--- src/rtl/vfi_pkg.sv ---
// Shared types and constants for the venturi flow volume integrator.
// No dependencies; used by every module under rtl/.
package vfi_pkg;

    localparam int LOG_DEPTH_DEF = 4096;

    localparam int READ_W     = 10;
    localparam int SAMPLE_W   = 11;
    localparam int SQ_W       = READ_W + 16;
    localparam int ROOT_W     = 13;
    localparam int GAIN_W     = 16;
    localparam int START_W    = 8;
    localparam int FLOW_W     = 13;
    localparam int ACC_W      = 32;
    localparam int IDX_W      = 12;
    localparam int CNT_W      = 13;
    localparam int LEVEL_W    = 10;
    localparam int CFG_IDX_W  = 1;
    localparam int CFG_DATA_W = 16;

    localparam logic [GAIN_W-1:0]         FLOW_GAIN_RST   = 16'd7429;
    localparam logic [START_W-1:0]        START_COUNT_RST = 8'd50;
    localparam logic signed [LEVEL_W-1:0] LEVEL_MAX       = 10'sd511;
    localparam logic signed [LEVEL_W-1:0] LEVEL_MIN       = -10'sd512;

    typedef enum logic [1:0] {
        OP_TICK  = 2'd0,
        OP_CLEAR = 2'd1,
        OP_READ  = 2'd2,
        OP_NONE  = 2'd3
    } t_op;

    typedef enum logic [1:0] {
        PH_IDLE    = 2'd0,
        PH_EXHALE  = 2'd1,
        PH_RESULTS = 2'd2
    } t_phase;

    typedef enum logic [CFG_IDX_W-1:0] {
        REG_FLOW_GAIN   = 1'b0,
        REG_START_COUNT = 1'b1
    } t_cfg_reg;

    typedef enum logic [1:0] {
        BK_IDLE  = 2'd0,
        BK_ROOT  = 2'd1,
        BK_SCALE = 2'd2,
        BK_DONE  = 2'd3
    } t_bk_state;

    typedef struct packed {
        t_op                op;
        logic [READ_W-1:0]  reading;
        logic [IDX_W-1:0]   log_index;
        logic               read_ok;
    } t_cmd;

    typedef struct packed {
        logic valid;
        t_cmd cmd;
    } t_q_head;

endpackage

--- src/rtl/vfi_front.sv ---
// Front end: accepts input beats, decodes the op, clamps the sample and
// range-checks the log index, then holds commands in a two-entry queue. Uses vfi_pkg.
module vfi_front #(
    parameter int LOG_DEPTH = vfi_pkg::LOG_DEPTH_DEF
) (
    input  logic                            i_clk,
    input  logic                            i_rst_n,
    input  logic                            i_valid,
    output logic                            o_ready,
    input  logic [1:0]                      i_op,
    input  logic signed [vfi_pkg::SAMPLE_W-1:0] i_sample,
    input  logic [vfi_pkg::IDX_W-1:0]       i_log_index,
    output vfi_pkg::t_q_head                o_head,
    input  logic                            i_pop
);

    vfi_pkg::t_cmd w_cmd;
    vfi_pkg::t_cmd r_q [2];
    logic          r_wr_ptr;
    logic          r_rd_ptr;
    logic [1:0]    r_count;
    logic [1:0]    n_count;
    logic          w_push;

    always_comb begin
        w_cmd.op        = vfi_pkg::t_op'(i_op);
        w_cmd.reading   = i_sample[vfi_pkg::SAMPLE_W-1] ? '0 : i_sample[vfi_pkg::READ_W-1:0];
        w_cmd.log_index = i_log_index;
        w_cmd.read_ok   = (w_cmd.op == vfi_pkg::OP_READ) && (32'(i_log_index) < LOG_DEPTH);
    end

    assign o_ready = (r_count != 2'd2);
    assign w_push  = i_valid && o_ready;

    always_comb begin
        n_count = r_count;
        if (w_push && !i_pop) begin
            n_count = r_count + 2'd1;
        end else if (!w_push && i_pop) begin
            n_count = r_count - 2'd1;
        end
    end

    always_ff @(posedge i_clk) begin
        if (!i_rst_n) begin
            r_wr_ptr <= 1'b0;
            r_rd_ptr <= 1'b0;
            r_count  <= 2'd0;
        end else begin
            if (w_push) begin
                r_wr_ptr <= !r_wr_ptr;
            end
            if (i_pop) begin
                r_rd_ptr <= !r_rd_ptr;
            end
            r_count <= n_count;
        end
    end

    always_ff @(posedge i_clk) begin
        if (w_push) begin
            r_q[r_wr_ptr] <= w_cmd;
        end
    end

    assign o_head.valid = (r_count != 2'd0);
    assign o_head.cmd   = r_q[r_rd_ptr];

endmodule

--- config.mk ---
export PLATFORM = sky130hd
export DESIGN_NAME = vfi_front
export DESIGN_NICKNAME = d
export VERILOG_FILES = /design/src/rtl/vfi_pkg.sv /design/src/rtl/vfi_front.sv
export SDC_FILE = /design/constraint.sdc
export NUM_CORES = 1
export LEC_CHECK = 0
export ABC_AREA = 1
export BUFFER_PORTS_ARGS = -buffer_cell sky130_fd_sc_hd__buf_2
export CAP_MARGIN = 30
export CORE_UTILIZATION = 34
export DETAILED_ROUTE_END_ITERATION = 16
export PLACE_DENSITY_LB_ADDON = 0.25
export SYNTH_ARGS = -nofsm -noshare
export SYNTH_HDL_FRONTEND = slang
export SYNTH_SLANG_ARGS = --single-unit
export TNS_END_PERCENT = 5
--- constraint.sdc ---
create_clock -name i_clk -period 1.9 [get_ports i_clk]
set_input_delay 0.38 -clock i_clk [delete_from_list [all_inputs] [get_ports i_clk]]
set_output_delay 0.38 -clock i_clk [all_outputs]
set_load 0.03 [all_outputs]
==> Yosys cells after proc, flatten, opt, wreduce, memory -nomap -nowiden <==
Memory sizes are Yosys's and may differ from the RTL's. A register that Yosys moved wholly into a read port is not among the register bits.
Index checks and enable logic that the tools add are counted.
{ "word_totals": {"elab_cells": 24, "mem_count": 1, "in_bits": 29, "out_inout_bits": 27, "ram_bits": 50, "register_bits": 4} }
{ "classes": {"addsub": 2, "mux": 7, "n_eq_ne": 2, "reduce_logical": 9} }
{ "memory_table": {"columns": ["name", "depth", "word_bits", "rd", "rd_clocked_by_memory_dff", "write_ports", "line", "rtl"], "rows": [
  ["r_q", 2, 25, 1, 1, 1, "vfi_front.sv:18", "vfi_pkg::t_cmd r_q [2];"]
]} }
{ "ops": {"columns": ["operator", "count"], "rows": [
  ["two-way mux 10 bit", 1],
  ["logical NOT 1 bit", 4],
  ["two-way mux 1 bit", 4],
  ["two-way mux 2 bit", 2],
  ["nonzero test 2 bit", 2],
  ["logical AND 1 bit", 3],
  ["adder 2 x 1 -> 2 bit, second input constant", 1],
  ["equality test 2 bit, second input constant", 1],
  ["inequality test 2 bit, second input constant", 1],
  ["subtractor 2 x 1 -> 2 bit, second input constant", 1]
]} }

==> Logic depth before layout (Yosys ltp) <==
{ "depth": {"ltp_word": 6, "depth_mapped": 11, "depth_no_buf": 11} }

==> Worst setup path after synthesis <==
No wires, ideal clock.
{ "synth_path": {"kind": "flip-flop to flip-flop", "start": "register r_count[0]", "end": "memory r_q[0][0] (netlist name), enable pin", "t_arrival_ns": 1.853, "slack_ns": -0.360, "n_path_buf": 0, "setup_ns": 0.407, "path_stages_with_launch": 5, "t_required_ns": 1.493, "period_less_slack_ns": 2.260, "cell_sequence": "dfxtp_1 > inv_1 > nand2_1 > nand2_1 > nor2_1"} }
{ "synth_between": {"elab_chain_len": 4} }
{ "synth_rtl": {"columns": ["element", "line", "rtl"], "rows": [
  ["from (decl)", "vfi_front.sv:21", "logic [1:0] r_count;"],
  ["from (signal assigned)", "vfi_front.sv:56", "r_count <= n_count;"],
  ["inequality test 2 bit", "vfi_front.sv:32", "assign o_ready = (r_count != 2'd2);"],
  ["net o_ready", "vfi_front.sv:9", "output logic o_ready,"],
  ["logical AND 1 bit", "vfi_front.sv:33", "assign w_push = i_valid && o_ready;"],
  ["two-way mux 1 bit", "vfi_front.sv:61", "if (w_push) begin"],
  ["two-way mux 1 bit (not written as such)", "vfi_front.sv:62", "r_q[r_wr_ptr] <= w_cmd;"],
  ["to (decl)", "vfi_front.sv:18", null]
]} }
The timed path passes the listed nets, and every way through them passes these cells.

==> flow_metrics.env <==
export IMPL_status="complete, no violations"
export IMPL_numCtsBuffers=5
export IMPL_clkPwrFrac_pct=23.3
export IMPL_start_kind="flip-flop"
export IMPL_dr_pass1_iters=4
export IMPL_multi_input_area_um2=505
export IMPL_design_area_mm2=0.00270
export IMPL_p_sw_share_pct=27.0
export IMPL_dieWidth_um=83.0
export IMPL_intPower_mw=1.89
export IMPL_regArea_mm2=0.00160
export IMPL_hold_depth=1
export IMPL_routedWlPerCell_um=13.0
export IMPL_avgViaCountPerCell=4.39
export IMPL_hp_start="i_log_index[2]"
export IMPL_rows=29
export IMPL_peakVddDrop_mv=0.351
export IMPL_crit_required_ps=1520
export IMPL_core_region_area_mm2=0.00635
export IMPL_yosys_area_top_type="edfxtp_1"
export IMPL_synth_edf_count=50
export IMPL_power_frac_seq_pct=56.6
export IMPL_syn_cell_area_mm2=0.00223
export IMPL_critPathCaptureType="output pin"
export IMPL_maxSlewHeadroom_pct=84.2
export IMPL_wirelength_mm=3.62
export IMPL_gp_congestion=0.683
export IMPL_syn_num_nets=167
export IMPL_avgSynthCellArea_um2=16.3
export IMPL_p_comb_share_pct=20.1
export IMPL_synth_flop_cell="edfxtp_1"
export IMPL_yosysMostFrequentCell="edfxtp_1"
export IMPL_timing_rr_start="r_count[0]"
export IMPL_grt_ovfl_total=0
export IMPL_critPathMaxFanout=10
export IMPL_grt_pass1_vias=1190
export IMPL_dieArea_mm2=0.00688
export IMPL_powerDensity_mw_per_mm2=960
export IMPL_clock_fmax_ghz=0.555
export IMPL_synthDistinctLibCells=15
export IMPL_gr_usage_all_layers_pct=11.3
export IMPL_finClkSkew_ps=4.57
export IMPL_use_met3_pct=4.17
export IMPL_synth_seq_cells=55
export IMPL_nFillCells=592
export IMPL_reg2reg_to="r_count[1]"
export IMPL_maxCapViolCount=0
export IMPL_syn_to_final_growth_pct=21.0
export IMPL_place_area_mm2=0.00261
export IMPL_clk_pin_slew_ps=90
export IMPL_start_util_pct=35.1
export IMPL_nets=231
export IMPL_ys_async_sr_fraction_pct=0
export IMPL_ant_nets=0
export IMPL_post_route_drc_count=0
export IMPL_period_needed_ps=1800
export IMPL_setup_viol=0
export IMPL_cellLeakagePower_nw=1.15
export IMPL_netlist_instances=137
export IMPL_yosysSeqAreaShare_pct=71.9
export IMPL_synth_top_area_share_pct=67.4
export IMPL_grt_max_degree=17
export IMPL_hold_path_class="in -> reg"
export IMPL_postLayoutCoreUtil_pct=42.5
export IMPL_antenna_found_initial=0
export IMPL_critPathKind="reg -> out"
export IMPL_postCtsHoldBufs=0
export IMPL_die_h_um=83.0
export IMPL_num_io_pins=56
export IMPL_switchingPower_mw=0.700
export IMPL_min_to="r_q[0][3]"
export IMPL_clk_latency_ps=300
export IMPL_port_buffers=55
export IMPL_h_tree_depth=2
export IMPL_dp_hpwl_mm=2.52
export IMPL_final_max_slew_viol_count=0
export IMPL_cts_tree="built"
export IMPL_r2r_setup_slack_ps=450
export IMPL_worstPathArrival_ps=1420
export IMPL_diodes=0
export IMPL_vias=1226
export IMPL_yosys_top_cells_area="edfxtp_1 67%, mux2_4 13%, dfxtp_1 4.5%"
export IMPL_use_met1_pct=13.8
export IMPL_top_usage_layer="met2"
export IMPL_use_met2_pct=18.4
export IMPL_cts_root_buf="clkbuf_8"
export IMPL_rsz0062_at_grt="no"
export IMPL_rr_worst_depth=10
export IMPL_drive_gt1_share_pct=48.0
export IMPL_clock_sinks=55
export IMPL_ys_warn_count=0
export IMPL_yosys_top_cells_count="50 x edfxtp_1, 20 x mux2_4, 19 x inv_1, 19 x nor2_1, 9 x nand2_1"
export IMPL_worst_pin_slew_ps=237
export IMPL_hold_violations=0
export IMPL_grt_pass1_wl_mm=5.87
export IMPL_clockBufferDepth=2
export IMPL_min_period_over_period_pct=94.8
export IMPL_drt_iter0_markers=22
cell families (layout without fill, tap and decap cells):
logic type                 Yosys count  count (layout)  share of synthesized area, %
and+or+nand+nor                     30              30                          5.22
DFF                                 55              55                          71.9
muxes                               25              25                          16.0
buffers and inverters               23              88                          5.67
adders and majority gates            1               1                         0.561
AOI/OAI and AO/OA                    3               3                         0.674
state kept, by name, indices dropped and copies added (netlist names), named ones only:
name and count:
r_rd_ptr 1, r_count 2, r_wr_ptr 1, r_q 50
cell type report:
class / instances / area share [%]
well taps: 77 / 3.57
multi-input cells: 59 / 18.7
flip-flops and latches: 55 / 59.4
clock buffers: 5 / 2.55
inverters: 19 / 2.65
clock inverters: 3 / 0.557
repair buffers: 61 / 12.5
worst max path at each step:
stage               startpoint    endpoint  slack, ps  cells past startpoint
detailed placement   flip-flop  o_head[21]        370                      3
floorplan           r_count[0]   r_q[0][0]       -360                      4
global placement     flip-flop  o_head[21]        370                      3
finish               flip-flop  o_head[21]        100                      3
global route         flip-flop  o_head[21]         20                      3
CTS                  flip-flop  o_head[21]         20                      3
stage by stage:
stage               hold slack [ps]  TNS (ps)  setup slack (ps)  power (mW)  cells
floorplan                       463    -18000              -360        1.87    137
global placement                480         0               372        2.02    271
detailed placement              494         0               370        2.02    271
CTS                             257         0              22.1        2.64    279
global route                    247         0              17.5        2.72    279
finish                          270         0              98.4        2.59    279
power groups by stage:
| stage | clock network [mW] | registers (mW) | logic (mW) |
|---|---|---|---|
| final | 0.603 | 1.47 | 0.521 |
| after CTS | 0.640 | 1.47 | 0.530 |
| after global placement | 0 | 1.49 | 0.526 |
| after floorplan | 0 | 1.49 | 0.383 |
| after global routing | 0.680 | 1.48 | 0.562 |
| after detailed placement | 0 | 1.49 | 0.528 |
worst max-delay path, cell delays in order, from the launching register on:
cell and delay [ps]:
dfxtp_2 400, buf_6 200, mux2_2 350, buf_2 180
metal layers:
metal / share of wire [%] / routed length [um]
met1: 43 / 1570
met4: 1.3 / 46
met3: 5.1 / 184
met2: 50 / 1820
met5: 0 / 0
cells in the final DEF, fill, tap and decap left out, drive strengths merged:
master,Yosys,layout
nand4,1,1
edfxtp,50,50
clkbuf,1,5
o21ai,2,2
mux2,25,25
a21oi,1,1
nor2,19,19
dfxtp,5,5
inv,19,19
buf,3,61
nand3,1,1
clkinv,0,3
ha,1,1
nand2,9,9
timing repair:
action	4_1_cts	5_1_grt
setup buffers	0	0
endpoints found under the setup margin	0	1
resized for setup	0	1
Note: power is estimated with default switching activity, not from simulation.
